### src/hdl/mfc_pkg.sv
`timescale 1ns / 1ps
// ----------------------------------------------------------------------------
// Magazine free-list cache package
// Shared defaults, request and response codes, and the depot command struct.
// ----------------------------------------------------------------------------
package mfc_pkg;

   localparam int CONTEXTS_DEFAULT     = 8;
   localparam int DEPTH_DEFAULT        = 16;
   localparam int MAGAZINES_DEFAULT    = 64;
   localparam int HANDLE_WIDTH_DEFAULT = 32;

   localparam int KIND_WIDTH    = 1;
   localparam int CTX_WIDTH     = 3;
   localparam int HANDLE_BITS   = 32;
   localparam int STATUS_WIDTH  = 2;

   localparam logic [KIND_WIDTH-1:0] KIND_ALLOC = 1'b0;
   localparam logic [KIND_WIDTH-1:0] KIND_FREE  = 1'b1;

   localparam logic [STATUS_WIDTH-1:0] STATUS_OK        = 2'd0;
   localparam logic [STATUS_WIDTH-1:0] STATUS_EMPTY     = 2'd1;
   localparam logic [STATUS_WIDTH-1:0] STATUS_EXHAUSTED = 2'd2;
   localparam logic [STATUS_WIDTH-1:0] STATUS_REFUSED   = 2'd3;

   localparam logic UNIT_INC = 1'b0;
   localparam logic UNIT_DEC = 1'b1;

   typedef struct packed {
      logic full_push;
      logic full_pop;
      logic empty_push;
      logic empty_pop;
   } depot_cmd_type;

endpackage

### src/hdl/mfc_fill_unit.sv
`timescale 1ns / 1ps
// ----------------------------------------------------------------------------
// Fill counter unit
// Shared increment/decrement unit with zero and full flags for magazine fills.
// ----------------------------------------------------------------------------
module mfc_fill_unit #(
   parameter int DEPTH = mfc_pkg::DEPTH_DEFAULT
) (
   input  logic                       op,
   input  logic [$clog2(DEPTH+1)-1:0] operand,
   output logic [$clog2(DEPTH+1)-1:0] result,
   output logic                       zero,
   output logic                       at_depth
);
   localparam int FW = $clog2(DEPTH+1);

   always_comb begin
      case (op)
         mfc_pkg::UNIT_INC: result = operand + FW'(1);
         mfc_pkg::UNIT_DEC: result = operand - FW'(1);
         default:           result = operand;
      endcase
   end

   assign zero     = (operand == '0);
   assign at_depth = (operand >= FW'(DEPTH));
endmodule

### config.mk
export PLATFORM = sky130hd
export DESIGN_NAME = mfc_fill_unit
export DESIGN_NICKNAME = d
export VERILOG_FILES = /design/src/hdl/mfc_pkg.sv /design/src/hdl/mfc_fill_unit.sv
export SDC_FILE = /design/constraint.sdc
export NUM_CORES = 1
export LEC_CHECK = 0
export ABC_AREA = 1
export BUFFER_PORTS_ARGS = -buffer_cell sky130_fd_sc_hd__buf_2
export CAP_MARGIN = 20
export CORE_AREA = 2 2 39 41
export DETAILED_ROUTE_END_ITERATION = 7
export DIE_AREA = 0 0 41 43
export MAX_ROUTING_LAYER = met4
export PLACE_DENSITY = 0.32
export SLEW_MARGIN = 20
export SYNTH_ARGS = -nofsm -noshare
export SYNTH_HDL_FRONTEND = slang
export SYNTH_SLANG_ARGS = --single-unit
### constraint.sdc
create_clock -name vclk -period 0.8
set_input_delay 0.04 -clock vclk [all_inputs]
set_output_delay 0.04 -clock vclk [all_outputs]
set_load 0.05 [all_outputs]
==> summary.md <==
| Metric | Value |
|---|---|
| Net count after synthesis | `45` |
| Crit end category | `output port` |
| Post-Syn Area per Cell | `5.434 µm²` |
| Share of layout cells above drive strength 1 | `between 70 and 80%` |
| Max-slew violations | `0` |
| Synthesized instance count | `35` |
| Seq Cell Count | `0` |
| Max transition margin | `between 80% and 90%` |
| Final HPWL DP | `543.2 µm` |
| Total GRT Usage | `7.803%` |
| Synth top area share | `25.66%` |
| Die area | `0.001763 mm²` |
| Maxcap violations | `0` |
| Wire per inst | `7.800 µm` |
| Dpl cell area | `424.2 µm²` |
| CTS Hold Buffers Added | `0` |
| Routed Antenna Nets | `0` |
| First-pass GRT wire length | `1.007 mm` |
| CP Data Required Time | `0.76 ns` |
| Pin count of the biggest net entering global routing | `4` |
| Maximum vdd drop | `0.4368 mV` |
| I/O pins | `13` |
| CP arrival | `approximately 1.1 ns` |
| Worst path max stage delay | `0.23 ns` |
| Initial antenna violation count | `0` |
| CP bufs+invs | `3` |
| Max FO, Critical Path | `3` |
| Pwr Density | `1027 mW/mm²` |
| Clock buffer count | `0` |
| Core ar. | `0.001384 mm²` |
| Vias | `290` |
| Die H | `around 43 µm` |
| Netlist cell types | `10` |
| Final worst slack | `-0.2851 ns` |
| Placer Congestion | `~0.7` |
| Critical path cell sequence | `buf_8 -> buf_6 -> ha_4 -> or2_1 -> nand2_1 -> nand2_2 -> nand2_4 -> buf_8` |
| Fin nets | `71` |
| Inserted Diodes | `0` |
| Vias in the first global route | `between 200 and 300` |
| Slew @ Worst Pin | `about 0.25 ns` |
| Residual DRC | `0` |
| Final wirelength | `585 µm` |
| Ranking of synthesized cells by area | `nand2_1, ha_1, inv_1` |
| Crit Path Category | `input port to output port` |
| Finished Core Util | `37.43%` |
| Die Width | `a little over 40 µm` |
| Worst min-delay path class | `input port to output port` |
| GR Overflow Total | `0` |
| Max frequency | `0.9216 GHz` |
| Sequential element share of the synthesized area | `0%` |
| Row Count | `14` |
| Final Critical Period | `1.085 ns` |
| Worst setup SP type | `input port` |
| Fillers | `between 100 and 150` |
| Reg area | `0 µm²` |
| Syn Std Cell Area | `190.2 µm²` |
| PortBufs | `13` |
| Top cell by count, worst path | `buf_8` |
| Initial Util | `13.74%` |
| Crit share post-route | `135.6%` |
| DRT Pass-1 Iters | `1` |
| Failing checks | `setup timing` |
| P&R area growth vs syn | `172.4%` |
| Crit-path slowest cell | `or2_1` |
| Synthesis warning total | `0` |
| Final hold viol count | `0` |
| # setup viols final | `4` |
| Fin area | `slightly above 500 µm²` |
| RSZ-0062 raised after global routing | `true` |
| Run status | `finished, violations left` |
| Via-to-Cell Ratio | `3.867` |
| Worst path top cell family by delay | `simple AND/OR/NAND/NOR gates` |
| Leakage power | `0.2612 nW` |
| Area leader, netlist | `nand2_1` |
| Drt initial violations | `0` |
-- repair_timing --
action | in CTS | in global routing
pin swaps | 4 | 8
resized for setup | 26 | 4
buffers inserted | 1 | 0
setup endpoints to repair | 5 | 5
-- logic make-up (layout without fill, tap and decap cells) --
group | after synthesis | in the layout | share of synthesized area, %
xor gates and xnor gates | 1 | 1 | 4.606
buffers and inverters | 8 | 32 | 15.79
adders and majority gates | 4 | 4 | 30.27
and+or+nand+nor | 22 | 22 | 49.34
-- power by group --
group          leakage (nW)  switching (mW)  total [mW]  internal (mW)
Clock                     0               0           0              0
Sequential                0               0           0              0
Combinational         0.261           0.293       0.532          0.239
-- layout make-up --
cell class	instances	area [µm²]	area share, %
multi-input combinational	27	246.5	47.58
timing repair buffer	25	221.5	42.75
inverter	7	30.03	5.797
tap	16	20.02	3.865
-- through the flow --
stage | worst slack [ns] | hold slack (ns) | std cells | setup TNS (ns) | power [mW]
5_1_grt | -0.3455 | 0.4961 | 75 | -1.164 | 0.5715
2_1_floorplan | -0.4192 | 0.1388 | 35 | -1.114 | 0.3099
3_5_place_dp | -0.4711 | 0.5266 | 74 | -1.698 | 0.4356
3_3_place_gp | -0.4571 | 0.5200 | 74 | -1.668 | 0.4308
6_report | -0.2851 | 0.4761 | 75 | -0.9724 | 0.5321
4_1_cts | -0.3564 | 0.4719 | 75 | -1.185 | 0.5358
-- synth_stat cells --
library cell and count:
clkbuf_1 1, or2_1 2, inv_1 7, xnor2_1 1, fa_1 1, nor2_1 4, nand2_1 13, nand3_1 2
nand3b_1 1, ha_1 3
-- cell usage in the layout, fill, tap and decap left out --
master	instances
inv_2	4
ha_4	1
clkinvlp_4	1
buf_2	6
nand3b_1	1
fa_2	1
nor2_1	2
xnor2_4	1
nand2_1	6
buf_6	3
buf_4	11
nand3_2	2
ha_1	2
nand2_2	5
nor2_4	2
or2_1	2
buf_8	5
nand2_4	2
inv_1	2
-- worst paths after layout --
path	cells after the start	startpoint	end	slack, ns
min	4	operand[4]	zero	0.48
max	8	op	result[3]	-0.29
-- metal layers --
| metal | vias up | wire [µm] | track usage (%) |
|---|---|---|---|
| met3 | 0 | 32 | 0 |
| met1 | 131 | 216 | 10.22 |
| li1 | 152 | - | - |
| met4 | 0 | 0 | 0 |
| met5 | - | 0 | - |
| met2 | 7 | 336 | 13.75 |
Power figures use the tool's default switching activity.
