===== src/hdl/mfc_pkg.sv =====
`timescale 1ns / 1ps
// ----------------------------------------------------------------------------
// Magazine free-list cache package
// Shared defaults, request and response codes, and the depot command struct.
// ----------------------------------------------------------------------------
package mfc_pkg;

   localparam int CONTEXTS_DEFAULT     = 8;
   localparam int DEPTH_DEFAULT        = 16;
   localparam int MAGAZINES_DEFAULT    = 64;
   localparam int HANDLE_WIDTH_DEFAULT = 32;

   localparam int KIND_WIDTH    = 1;
   localparam int CTX_WIDTH     = 3;
   localparam int HANDLE_BITS   = 32;
   localparam int STATUS_WIDTH  = 2;

   localparam logic [KIND_WIDTH-1:0] KIND_ALLOC = 1'b0;
   localparam logic [KIND_WIDTH-1:0] KIND_FREE  = 1'b1;

   localparam logic [STATUS_WIDTH-1:0] STATUS_OK        = 2'd0;
   localparam logic [STATUS_WIDTH-1:0] STATUS_EMPTY     = 2'd1;
   localparam logic [STATUS_WIDTH-1:0] STATUS_EXHAUSTED = 2'd2;
   localparam logic [STATUS_WIDTH-1:0] STATUS_REFUSED   = 2'd3;

   localparam logic UNIT_INC = 1'b0;
   localparam logic UNIT_DEC = 1'b1;

   typedef struct packed {
      logic full_push;
      logic full_pop;
      logic empty_push;
      logic empty_pop;
   } depot_cmd_type;

endpackage


===== src/hdl/mfc_ctx_table.sv =====
`timescale 1ns / 1ps
// ----------------------------------------------------------------------------
// Context table
// Front and back magazine numbers and fills for every requesting context.
// ----------------------------------------------------------------------------
module mfc_ctx_table #(
   parameter int CONTEXTS = mfc_pkg::CONTEXTS_DEFAULT,
   parameter int CW       = 3,
   parameter int MW       = 6,
   parameter int FW       = 5
) (
   input  logic          clock,
   input  logic          reset,
   input  logic [CW-1:0] rd_ctx,
   output logic [MW-1:0] rd_front,
   output logic [MW-1:0] rd_back,
   output logic [FW-1:0] rd_front_fill,
   output logic [FW-1:0] rd_back_fill,
   input  logic          wr_en,
   input  logic [CW-1:0] wr_ctx,
   input  logic [MW-1:0] wr_front,
   input  logic [MW-1:0] wr_back,
   input  logic [FW-1:0] wr_front_fill,
   input  logic [FW-1:0] wr_back_fill
);
   logic [MW-1:0] front_ff [CONTEXTS];
   logic [MW-1:0] back_ff [CONTEXTS];
   logic [FW-1:0] front_fill_ff [CONTEXTS];
   logic [FW-1:0] back_fill_ff [CONTEXTS];

   assign rd_front      = front_ff[rd_ctx];
   assign rd_back       = back_ff[rd_ctx];
   assign rd_front_fill = front_fill_ff[rd_ctx];
   assign rd_back_fill  = back_fill_ff[rd_ctx];

   always_ff @(posedge clock) begin
      if (reset) begin
         for (int c = 0; c < CONTEXTS; c++) begin
            front_ff[c]      <= MW'(2 * c);
            back_ff[c]       <= MW'(2 * c + 1);
            front_fill_ff[c] <= '0;
            back_fill_ff[c]  <= '0;
         end
      end else if (wr_en) begin
         front_ff[wr_ctx]      <= wr_front;
         back_ff[wr_ctx]       <= wr_back;
         front_fill_ff[wr_ctx] <= wr_front_fill;
         back_fill_ff[wr_ctx]  <= wr_back_fill;
      end
   end
endmodule


===== config.mk =====
export PLATFORM = sky130hd
export DESIGN_NAME = mfc_ctx_table
export DESIGN_NICKNAME = d
export VERILOG_FILES = /design/src/hdl/mfc_pkg.sv /design/src/hdl/mfc_ctx_table.sv
export SDC_FILE = /design/constraint.sdc
export NUM_CORES = 1
export LEC_CHECK = 0
export ABC_CLOCK_PERIOD_IN_PS = 3400
export BUFFER_PORTS_ARGS = -buffer_cell sky130_fd_sc_hd__buf_2
export CAP_MARGIN = 20
export CORE_MARGIN = 2
export CORE_UTILIZATION = 24
export DETAILED_ROUTE_END_ITERATION = 6
export MAX_ROUTING_LAYER = met4
export PLACE_DENSITY_LB_ADDON = 0.05
export REMOVE_ABC_BUFFERS = 1
export SYNTH_ARGS = -nofsm -noshare
export SYNTH_HDL_FRONTEND = slang
export SYNTH_SLANG_ARGS = --single-unit
export TNS_END_PERCENT = 30

===== constraint.sdc =====
create_clock -name clock -period 3.4 [get_ports clock]
set_input_delay 0.17 -clock clock [delete_from_list [all_inputs] [get_ports clock]]
set_output_delay 0.17 -clock clock [all_outputs]
set_load 0.02 [all_outputs]

==> impl_metrics.yaml <==
logic_synthesis:
  seq_area_frac_synth_pct: 65.65
  synth_cell_type_count: 22
  synth.most_common_cell: "edfxtp_1"
  syn_inst: 508
  synth.top_cells.by_count: "176 x edfxtp_1, 144 x nor3_1, 44 x mux4_1"
  synth_largest_area_cell: "edfxtp_1"
  synth_seq_cells: 176
  synth_top_cell_area_share_pct: 65.65
  ys.flop_type: "edfxtp_1"
  syn_avg_cell_area_sq_um: 15.85
  async_flop_share_pct: 0
  synthTopCellsByArea: "edfxtp_1 66%, mux4_1 14%, nor3_1 9.0%, mux2_2 3.1%, or3_1 2.0%"
  syn_area_sq_mm: 0.008050
  ys_warn_count: 0
  synth_edf_count: 176
sta:
  fmaxAchievable_mhz: 502.9
  grt_setup_unrepaired: "false"
  worst_pin_slew_ns: 0.8861
  setup_viol: 0
  worst_hold_slack_ns: 0.04742
  hold_viol: 0
  finalWorstSetupSlack_ns: 1.412
  drv_slew: 0
  min_period_ns: 1.988
  fin_setup_tns_ns: 0
  maxSlewHeadroom_pct: 40.89
  finalCritPeriodShare_pct: 58.48
routing:
  wl_per_cell_um: 23.02
  drt_iter0_drc: 405
  viasPerCell: 4.706
  drc: 0
  vias: 4725
  first_pass_iters: 4
  wl_mm: 23.11
  antenna_left: 0
run:
  drv_cap: 0
die:
  dieArea_sq_mm: 0.03502
  rows: 67
  pin_count: 53
  core_area_sq_mm: 0.03328
  start_util_pct: 24.19
  die_x_um: 187.1
  dieHeight_um: 187.1
setup_path:
  worst_setup_path_end_kind: "output pin"
  required_ns: 3.23
  critPathKind: "reg2out"
  worstPathArrival_ns: 1.82
  start_kind: "flop"
  path_max_fanout: 1
power_and_ir_drop:
  total_power_mw: 5.063
  leakage_nw: 3.025
  cellPowerDensity_mw_per_mm2: 538.6
  ir_worst_vdd_mv: 0.3188
cts:
  post_cts_buffers: 0
  clk_pin_slew_ns: 0.07
  cts_tree: "done"
  post_cts_resized: 0
  htree_levels: 4
  cts_hold_buf: 0
  cts.sinks: 176
  cts-buffers-inserted: 17
  root_buffer: "clkbuf_16"
  clockBufferDepth: 2
layout:
  ff_latch_area_sq_mm: 0.005285
  final_layout_size_suffix_gt1_share_pct: 24.10
  fillers: 3418
  layout.nets: 574
  multi_input_area_sq_mm: 0.002466
  antennaDiodeCount: 0
  areaGrowthSynthToFinish_pct: 16.77
grt:
  grt_max_degree: 85
  grt_overflow_total: 0
  grt_usage_pct: 14.15
  grt_pass1_wl_mm: 34.91
  antenna_found_initial: 0
  grt_pass1_vias: 5096
placed_design:
  dp_hpwl_mm: 12.19
  pre_cts_ws_ns: 1.288
  portBuffers: 52
  place_congestion: 0.6496
status:
  status: "finished clean"
hold_path:
  hp-class: "in2reg"
-- critical path, cell delays in order, from the launching register on --
cell      delay [ns]
edfxtp_1        0.38
mux4_1          0.56
mux2_2          0.30
buf_2           0.16
-- cell families (layout without fill, tap and decap cells) --
family / Yosys count / after routing / synth area share (%)
mux: 66 / 66 / 17.44
flops: 176 / 176 / 65.65
buf+inv: 74 / 122 / 4.150
compound gates: 8 / 8 / 0.7461
simple gates: 184 / 184 / 12.01
-- sequential cells by signal, indices dropped and copies added (netlist names) --
register       flops
back_ff           48
front_ff          48
back_fill_ff      40
front_fill_ff     40
-- report_power, final --
part	switching [mW]	internal, mW	total (mW)
clock network	0.897	1.10	1.99
logic	0.331	0.187	0.518
registers	0.0312	2.52	2.55
total	1.26	3.80	5.06
-- per-layer routing --
| layer | vias to the layer above | share of wire, % | track usage, % |
|---|---|---|---|
| met5 | - | 0 | - |
| met4 | 0 | 0.54 | 2.289 |
| met1 | 2497 | 49 | 20.02 |
| met2 | 107 | 46 | 21.38 |
| li1 | 2114 | - | - |
| met3 | 7 | 5.2 | 2.814 |
-- area by class of cell --
type,instances,area share [%]
Clock buffer,18,4.565
Clock inverter,14,1.650
Inverter,21,0.8385
Multi-Input combinational cell,258,26.23
Sequential cell,176,56.22
Tap cell,448,5.963
Timing Repair Buffer,69,4.525
-- final timing paths --
path,end,slack [ns],start,depth (start not counted)
worst max-delay path,rd_back_fill[2],1.41,back_fill_ff[4][2],3
worst min-delay path,front_ff[3][2],0.05,wr_front[2],2
-- cells in the final DEF, fill, tap and decap left out --
master | netlist | final
clkbuf_1 | 29 | 1
or2_2 | 1 | 1
mux4_1 | 44 | 44
buf_12 | 0 | 3
edfxtp_1 | 176 | 176
clkinvlp_4 | 0 | 2
clkinv_1 | 15 | 15
clkinv_2 | 0 | 2
o21bai_2 | 0 | 7
or3b_4 | 0 | 1
nand2_1 | 1 | 1
bufinv_16 | 0 | 2
inv_1 | 6 | 6
inv_6 | 0 | 5
nand2b_2 | 0 | 2
clkinv_4 | 0 | 3
or3_1 | 26 | 26
nand3_1 | 6 | 6
nor3_1 | 144 | 144
buf_4 | 0 | 14
and2_1 | 1 | 1
mux2_2 | 22 | 22
nand3b_1 | 1 | 1
a21o_2 | 0 | 1
buf_2 | 14 | 52
clkbuf_16 | 0 | 17
and3b_1 | 1 | 1
-- through the flow --
stage | instances | utilization [%] | area [sq um]
floorplan | 455 | - | 7795
global placement | 972 | 26.49 | 8816
detailed placement | 972 | 26.49 | 8816
CTS | 1004 | 28.25 | 9400
global route | 1004 | 28.25 | 9400
finish | 1004 | 28.25 | 9400
No activity file was read; power rests on OpenSTA's default activity.
