===== config.mk =====
export PLATFORM = sky130hd
export DESIGN_NAME = mfc_depot
export DESIGN_NICKNAME = d
export VERILOG_FILES = /design/src/hdl/mfc_pkg.sv /design/src/hdl/mfc_depot.sv
export SDC_FILE = /design/constraint.sdc
export NUM_CORES = 1
export LEC_CHECK = 0
export BUFFER_PORTS_ARGS = -buffer_cell sky130_fd_sc_hd__clkbuf_2
export CORE_UTILIZATION = 37
export DETAILED_ROUTE_END_ITERATION = 12
export GPL_TIMING_DRIVEN = 1
export HOLD_SLACK_MARGIN = 0.1
export PLACE_DENSITY_LB_ADDON = 0.12
export SYNTH_ARGS = -nofsm -noshare
export SYNTH_HDL_FRONTEND = slang
export SYNTH_SLANG_ARGS = --single-unit
export TNS_END_PERCENT = 20

===== constraint.sdc =====
create_clock -name clock -period 11.38 [get_ports clock]
set_clock_uncertainty 0.1 [all_clocks]
set_input_delay 2.276 -clock clock [delete_from_list [all_inputs] [get_ports clock]]
set_output_delay 2.276 -clock clock [all_outputs]
set_load 0.02 [all_outputs]

===== src/hdl/mfc_pkg.sv =====
`timescale 1ns / 1ps
// ----------------------------------------------------------------------------
// Magazine free-list cache package
// Shared defaults, request and response codes, and the depot command struct.
// ----------------------------------------------------------------------------
package mfc_pkg;

   localparam int CONTEXTS_DEFAULT     = 8;
   localparam int DEPTH_DEFAULT        = 16;
   localparam int MAGAZINES_DEFAULT    = 64;
   localparam int HANDLE_WIDTH_DEFAULT = 32;

   localparam int KIND_WIDTH    = 1;
   localparam int CTX_WIDTH     = 3;
   localparam int HANDLE_BITS   = 32;
   localparam int STATUS_WIDTH  = 2;

   localparam logic [KIND_WIDTH-1:0] KIND_ALLOC = 1'b0;
   localparam logic [KIND_WIDTH-1:0] KIND_FREE  = 1'b1;

   localparam logic [STATUS_WIDTH-1:0] STATUS_OK        = 2'd0;
   localparam logic [STATUS_WIDTH-1:0] STATUS_EMPTY     = 2'd1;
   localparam logic [STATUS_WIDTH-1:0] STATUS_EXHAUSTED = 2'd2;
   localparam logic [STATUS_WIDTH-1:0] STATUS_REFUSED   = 2'd3;

   localparam logic UNIT_INC = 1'b0;
   localparam logic UNIT_DEC = 1'b1;

   typedef struct packed {
      logic full_push;
      logic full_pop;
      logic empty_push;
      logic empty_pop;
   } depot_cmd_type;

endpackage


===== src/hdl/mfc_depot.sv =====
`timescale 1ns / 1ps
// ----------------------------------------------------------------------------
// Magazine depot
// LIFO stacks of full and empty magazines with registered pop data. A pop of an empty
// slot below the low-water mark of writes returns its reset magazine, 2 * CONTEXTS + index.
// ----------------------------------------------------------------------------
module mfc_depot #(
   parameter int POOL     = 64,
   parameter int CONTEXTS = mfc_pkg::CONTEXTS_DEFAULT,
   parameter int MW       = 6,
   parameter int SW       = 7
) (
   input  logic                   clock,
   input  logic                   reset,
   input  mfc_pkg::depot_cmd_type cmd,
   input  logic [MW-1:0]          push_data,
   output logic [SW-1:0]          full_size,
   output logic [SW-1:0]          empty_size,
   output logic [MW-1:0]          full_top,
   output logic [MW-1:0]          empty_top
);
   localparam int SPARE = POOL - 2 * CONTEXTS;

   logic [MW-1:0] full_mem [POOL];
   logic [MW-1:0] empty_mem [POOL];
   logic [SW-1:0] full_size_ff, full_size_in;
   logic [SW-1:0] empty_size_ff, empty_size_in;
   logic [SW-1:0] mark_ff, mark_in;
   logic [MW-1:0] full_q_ff;
   logic [MW-1:0] empty_q_ff;
   logic [MW-1:0] orig_q_ff;
   logic          orig_sel_ff;
   logic [SW-1:0] full_dec;
   logic [SW-1:0] empty_dec;

   assign full_dec  = full_size_ff - SW'(1);
   assign empty_dec = empty_size_ff - SW'(1);

   always_comb begin
      full_size_in  = full_size_ff;
      empty_size_in = empty_size_ff;
      mark_in       = mark_ff;
      if (cmd.full_push) begin
         full_size_in = full_size_ff + SW'(1);
      end else if (cmd.full_pop) begin
         full_size_in = full_dec;
      end
      if (cmd.empty_push) begin
         empty_size_in = empty_size_ff + SW'(1);
         if (empty_size_ff < mark_ff) begin
            mark_in = empty_size_ff;
         end
      end else if (cmd.empty_pop) begin
         empty_size_in = empty_dec;
      end
   end

   always_ff @(posedge clock) begin
      if (reset) begin
         full_size_ff  <= '0;
         empty_size_ff <= SW'(SPARE);
         mark_ff       <= SW'(SPARE);
      end else begin
         full_size_ff  <= full_size_in;
         empty_size_ff <= empty_size_in;
         mark_ff       <= mark_in;
      end
   end

   always_ff @(posedge clock) begin
      if (cmd.full_push) begin
         full_mem[full_size_ff[MW-1:0]] <= push_data;
      end
      if (cmd.full_pop) begin
         full_q_ff <= full_mem[full_dec[MW-1:0]];
      end
      if (cmd.empty_push) begin
         empty_mem[empty_size_ff[MW-1:0]] <= push_data;
      end
      if (cmd.empty_pop) begin
         empty_q_ff  <= empty_mem[empty_dec[MW-1:0]];
         orig_q_ff   <= MW'(2 * CONTEXTS + int'(empty_dec));
         orig_sel_ff <= (empty_dec < mark_ff);
      end
   end

   assign full_size  = full_size_ff;
   assign empty_size = empty_size_ff;
   assign full_top   = full_q_ff;
   assign empty_top  = orig_sel_ff ? orig_q_ff : empty_q_ff;
endmodule


==> impl_metrics.toml, run 1 <==
[logic_synthesis]
synthesis.area_um2 = 31900
ys_seq_elements = 808
ys.warnings.count = 0
largest_family_of_logic_cells_by_synthesized_area = "multiplexers"
synth_enable_flop_cells = 787
synthMuxAreaShare = 0.174
synth_top_area_share = 0.741
postSynth.topFlopCell = "edfxtp_1"
synthesis.nets = 1531
synth_compound_area_frac = 0.0125
async_reset_ff_frac = 0
postSynthAreaPerCell_um2 = 21.2
seq_area_frac_synth = 0.754
synth_adder_area_share = 0.00620
post-synth-top-count-cell = "edfxtp_1"
netlist_instances = 1504
synth_simple_gate_area_share = 0.0342
post_synth_num_cell_types = 46
xor_xnor_fraction_of_synth_area = 0.00522
ys_top_cells_by_area = "edfxtp_1 74%, mux4_2 17%, nor2_1 1.9%"
synthTopCellsByCount = "787 x edfxtp_1, 240 x mux4_2, 165 x nor2_1, 42 x clkbuf_1, 35 x nand2_1"
post-synth-top-area-cell = "edfxtp_1"

[drt]
detail_route.wirelength_mm = 73.6
num_vias = 14800
routed_via_density = 5.31
routed_wire_length_per_instance_um = 26.4
drc_errors = 0
drt_iter0_drc = 1284
final_antenna_net_count = 0
first_pass_iters = 5

[grt]
grt_pass1_wl_mm = 108
number_of_global_route_vias_before_repair = 15300
grt_max_degree = 89
gr-total-overflow = 0
grtUsageTotal = 0.173
antenna_found_initial = 0

[pwr]
switching_fraction = 0.245
clock_power_share = 0.390
leakage_nw = 11.1
power.combinational.fraction = 0.134
pwr-share-seq = 0.476
internal_power_mw = 5.36
vdd.ir_drop.worst_uv = 105
power.density_nw_per_um2 = 197
power_switching_mw = 1.74

[setup_path]
timing.setup.critical_path_class = "reg -> out"
critPathRequiredTime_ps = 9000
worstPathArrival_ps = 2340
path_max_fanout = 37
crit_path_end_kind = "primary output"
startpoint_type = "flip-flop"

[cells_and_area]
layout-drive-gt1-share = 0.265
final-seq-area_um2 = 24100
non_filler_instance_count_after_layout = 2786
num_antenna_cells = 0
flow.area_growth_from_synthesis_pct = 13.3
multi_input_comb_area_um2 = 7450
final_net_count = 1596
filler_cell_count = 7431

[clocking]
clock-sinks = 808
cts_resized = 0
tritoncts = "yes"
cts_buffer_depth = 3
clock_network_latency_to_the_later_pin_of_the_worst_skew_pair_ps = 640
clk_root_buffer_cell = "clkbuf_16"
cts_inserted_buffers = 86
cts-hold-fix-buffers = 0
post_cts.repair.setup_buffers = 0
clk_pin_slew_ps = 60
h-tree-depth = 3

[floorplan]
placeableCoreArea_um2 = 85300
die_h_um = 296
floorplan.io_pins = 38
initial_utilization = 0.374
dieWidth_um = 296
fp.dieArea_um2 = 87400
core.rowCount = 107

[sta]
finalCriticalPeriod_ps = 4710
final_hold_viol_count = 0
final_setup_tns_ps = 0
post-route-period-util = 0.414
finalSetupViolations = 0
tightest_slew_ps = 1160
unrepaired_setup_endpoints_after_global_routing = "no"
maxClockFrequency_mhz = 212
timing.slew.headroom = 0.227
number_of_max_slew_violations_in_the_final_report = 0

[placement]
portBuffers = 37
dpl.cell_count = 2625
globalplace.congestion = 0.759
dp_hpwl_mm = 44.4

[status]
result_of_the_run = "complete, no violations"

[run]
cap_viol_max_count = 0

[min_path]
hold_class = "reg -> reg"
[flip-flops by register name (all words and copies together) (netlist names)]
signal       count
empty_mem      384
empty_q_ff       6
empty_size       7
full_mem       384
full_size        7
full_top         6
mark_ff          7
orig_q_ff        6
orig_sel_ff      1
[logic make-up (layout without fill, tap and decap cells)]
family / count (synthesis) / count (layout)
flip-flops: 808 / 808
buffers and inverters: 94 / 232
AND/OR/NAND/NOR: 256 / 256
AO/OA/AOI/OAI: 58 / 58
multiplexers: 253 / 253
XOR/XNOR: 19 / 19
adder cells (fa/ha/maj): 16 / 16
[placed cells by master (no fill, tap or decap), types with 2 or more instances in the layout]
cell / n
xnor2_1: 9
inv_1: 17
nand2_1: 35
clkbuf_8: 2
nand3_1: 11
clkinvlp_4: 4
nand2b_1: 13
or2_2: 2
clkinv_2: 16
ha_1: 13
buf_4: 23
nor3_1: 8
nor2_1: 165
mux2_2: 6
clkbuf_16: 90
o211ai_1: 2
nand4_1: 6
nor2b_1: 4
ha_4: 2
xnor2_2: 4
clkinv_1: 21
or3_1: 3
o21ai_0: 9
nand3b_1: 2
mux2i_1: 7
xor2_1: 6
clkbuf_2: 31
edfxtp_1: 787
clkbuf_1: 18
bufinv_16: 7
a22oi_1: 27
dfxtp_4: 2
mux4_2: 240
dfxtp_1: 19
a21oi_1: 9
or3b_2: 2
[power by group through the flow]
stage | combinational [mW] | sequential (mW) | clock, mW
final | 0.949 | 3.38 | 2.77
after global routing | 1.02 | 3.39 | 2.92
after CTS | 0.978 | 3.38 | 2.83
after detailed placement | 0.975 | 3.45 | 0
after global placement | 0.976 | 3.45 | 0
after floorplan | 0.637 | 3.42 | 0
[layer usage]
| metal | up-vias | share of wire | global-route usage |
|---|---|---|---|
| met3 | 127 | 0.041 | 0.0258 |
| met5 | - | 0 | 0 |
| li1 | 6361 | - | - |
| met1 | 7919 | 0.45 | 0.241 |
| met2 | 387 | 0.48 | 0.277 |
| met4 | 0 | 0.031 | 0.0604 |
[worst max-delay path, cell delays in order (launching register included)]
cell	delay, ps
dfxtp_4	750
buf_4	640
clkbuf_2	290
[final cells by class]
type | count | share of cell area
Sequential cell | 808 | 0.666
Multi-Input combinational cell | 602 | 0.206
Clock buffer | 110 | 0.0650
Tap cell | 1144 | 0.0396
Clock inverter | 51 | 0.0123
Timing Repair Buffer | 54 | 0.00907
Inverter | 17 | 0.00177
[path summary, 6_finish.rpt]
path	from	to	slack [ps]	cells past startpoint
min reg2reg	mark_ff[6]	mark_ff[6]	380	2
max reg2reg	full_size[0]	full_top[5]	6960	7
min	mark_ff[6]	mark_ff[6]	380	2
max	full_size[0]	full_size[0]	6670	2
[metrics by stage]
step                 util  worst slack [ps]  hold WS [ps]  cell area (µm²)  power, mW
floorplan               -              7470           349            31900       4.06
global placement    0.391              6770           362            33300       4.42
detailed placement  0.391              6690           371            33300       4.42
CTS                 0.424              6510           384            36100       7.19
global route        0.424              6450           399            36100       7.33
finish              0.424              6670           379            36100       7.10
Power figures use the tool's default switching activity.
==> inputs of run 2 (changes only) <==
- clock period: 11.38 -> 4.2 ns (I/O delays scaled with it)
==> run 2 against run 1 <==
  * Clock-buffer cell count shrank 6
  * Worst setup slack lost 6000 ps
  * Register-to-register slack lost 6200 ps
  * Final cell count grew 1.1%
  * Global-route usage shrank 0.097 points
  * Sequential cell count is the same
  * Routed wire length shrank 0.42%
  * Critical path type is now reg -> reg
  * Highest routed layer unchanged
==> impl_metrics.toml, run 2 (same netlist as run 1, synthesis figures left out) <==
[status]
result_of_the_run = "complete, no violations"

[setup_path]
path_max_fanout = 31
startpoint_type = "flip-flop"
crit_path_end_kind = "flip-flop"
ff2ff_path_depth = 7
slack_of_the_worst_reg_to_reg_path_ps = 710
worstPathArrival_ps = 3750
timing.setup.critical_path_class = "reg -> reg"
reg_to_reg_end = "full_top[5]"
critPathRequiredTime_ps = 4460
regToRegStartpoint = "full_size[1]"

[floorplan]
die_h_um = 296
initial_utilization = 0.374
dieWidth_um = 296
floorplan.io_pins = 38
placeableCoreArea_um2 = 85300
fp.dieArea_um2 = 87400
core.rowCount = 107

[pwr]
power_switching_mw = 4.79
power.density_nw_per_um2 = 534
internal_power_mw = 14.7
power.combinational.fraction = 0.135
report.power.total_mw = 19.5
leakage_nw = 11.3
switching_fraction = 0.246
clock_power_share = 0.397
vdd.ir_drop.worst_uv = 357
pwr-share-seq = 0.469

[clocking]
cts_inserted_buffers = 87
clk_root_buffer_cell = "clkbuf_16"
clk_pin_slew_ps = 60
cts_buffer_depth = 3
cts_resized = 0
clock-sinks = 808
tritoncts = "yes"
cts-hold-fix-buffers = 0
post_cts.repair.setup_buffers = 0
h-tree-depth = 3
clock_network_latency_to_the_later_pin_of_the_worst_skew_pair_ps = 640

[min_path]
hp-start = "mark_ff[2]"
min_path_cells = 2
hold_class = "reg -> reg"
whs_endpoint = "mark_ff[2]"

[drt]
final_antenna_net_count = 0
first_pass_iters = 5
drc_errors = 0
routed_wire_length_per_instance_um = 26.0
drt_iter0_drc = 1033
detail_route.wirelength_mm = 73.3
routed_via_density = 5.23
num_vias = 14700

[sta]
finalCriticalPeriod_ps = 3490
final_setup_tns_ps = 0
final_hold_viol_count = 0
tightest_slew_ps = 1210
worst_path_setup_slack_after_routing_ps = 711
finalSetupViolations = 0
timing.slew.headroom = 0.193
maxClockFrequency_mhz = 287
worst_hold_slack_ps = 375
post-route-period-util = 0.831
number_of_max_slew_violations_in_the_final_report = 0
unrepaired_setup_endpoints_after_global_routing = "no"

[cells_and_area]
most_common_cell_after_layout_fill_and_taps_aside = "edfxtp_1"
filler_cell_count = 7461
layout-drive-gt1-share = 0.282
final_net_count = 1628
flow.area_growth_from_synthesis_pct = 14.5
layout.core_utilization = 0.428
mostFrequentLayoutCells = "787 x edfxtp_1, 240 x mux4_2, 165 x nor2_1"
num_antenna_cells = 0
multi_input_comb_area_um2 = 7450
final-seq-area_um2 = 24100

[grt]
grt_max_usage_layer = "met2"
grt_pass1_wl_mm = 108
gr-total-overflow = 0
grtUsageMet3 = 0.0281
global_route_met1_usage = 0.234
grtUsageMet2 = 0.282
number_of_global_route_vias_before_repair = 15600
grtUsageTotal = 0.172
antenna_found_initial = 1
grt_max_degree = 113

[placement]
portBuffers = 37
place_worst_setup_slack_ps = 699
globalplace.congestion = 0.769
dp_hpwl_mm = 44.2

[run]
cap_viol_max_count = 0
run 2: cell types whose count changed in the layout (fill, tap and decap cells not counted), sizes merged:
cell and delta:
bufinv +4, clkbuf -6, buf +31, clkinv -2, clkinvlp -2, inv +5
run 2: worst max path at each step:
| stage | end | depth (start not counted) | slack [ps] | start |
|---|---|---|---|---|
| floorplan | orig_sel_ff | 17 | 290 | empty_size[0] |
| global placement | full_top[5] | 7 | 760 | full_size[1] |
| detailed placement | full_top[5] | 7 | 700 | full_size[1] |
| CTS | full_top[5] | 7 | 700 | full_size[1] |
| global route | full_top[5] | 7 | 580 | full_size[1] |
| finish | full_top[5] | 7 | 710 | full_size[1] |
run 2: power by group through the flow:
stage	registers (mW)	logic, mW	clock network, mW
after detailed placement	9.30	2.69	0
after CTS	9.13	2.70	7.91
after global placement	9.30	2.68	0
after global routing	9.15	2.82	8.19
after floorplan	9.27	1.73	0
final	9.14	2.63	7.73
run 2: metal layers:
layer	share of wire	up-vias	routed length, µm
li1	-	6427	-
met1	0.45	7848	32700
met2	0.49	340	35600
met3	0.040	123	2940
met4	0.028	0	2040
met5	0	-	0
run 2: cell type report:
class / instances / share of cell area
inverters: 17 / 0.00175
repair buffers: 85 / 0.0177
flip-flops and latches: 808 / 0.659
multi-input cells: 602 / 0.204
well taps: 1144 / 0.0392
clock inverters: 56 / 0.0168
clock buffers: 104 / 0.0619
run 2: metrics by stage:
step | cell area [µm²] | std cells
2_1_floorplan | 31900 | 1504
3_3_place_gp | 33700 | 2656
3_5_place_dp | 33700 | 2656
4_1_cts | 36500 | 2816
5_1_grt | 36500 | 2816
6_report | 36500 | 2816
run 2: worst max-delay path: stages (launching register included):
cell and delay, ps:
dfxtp_1 570, inv_1 210, ha_4 670, buf_4 370, mux4_2 360, mux4_2 510
a22oi_1 310, nand2_1 100
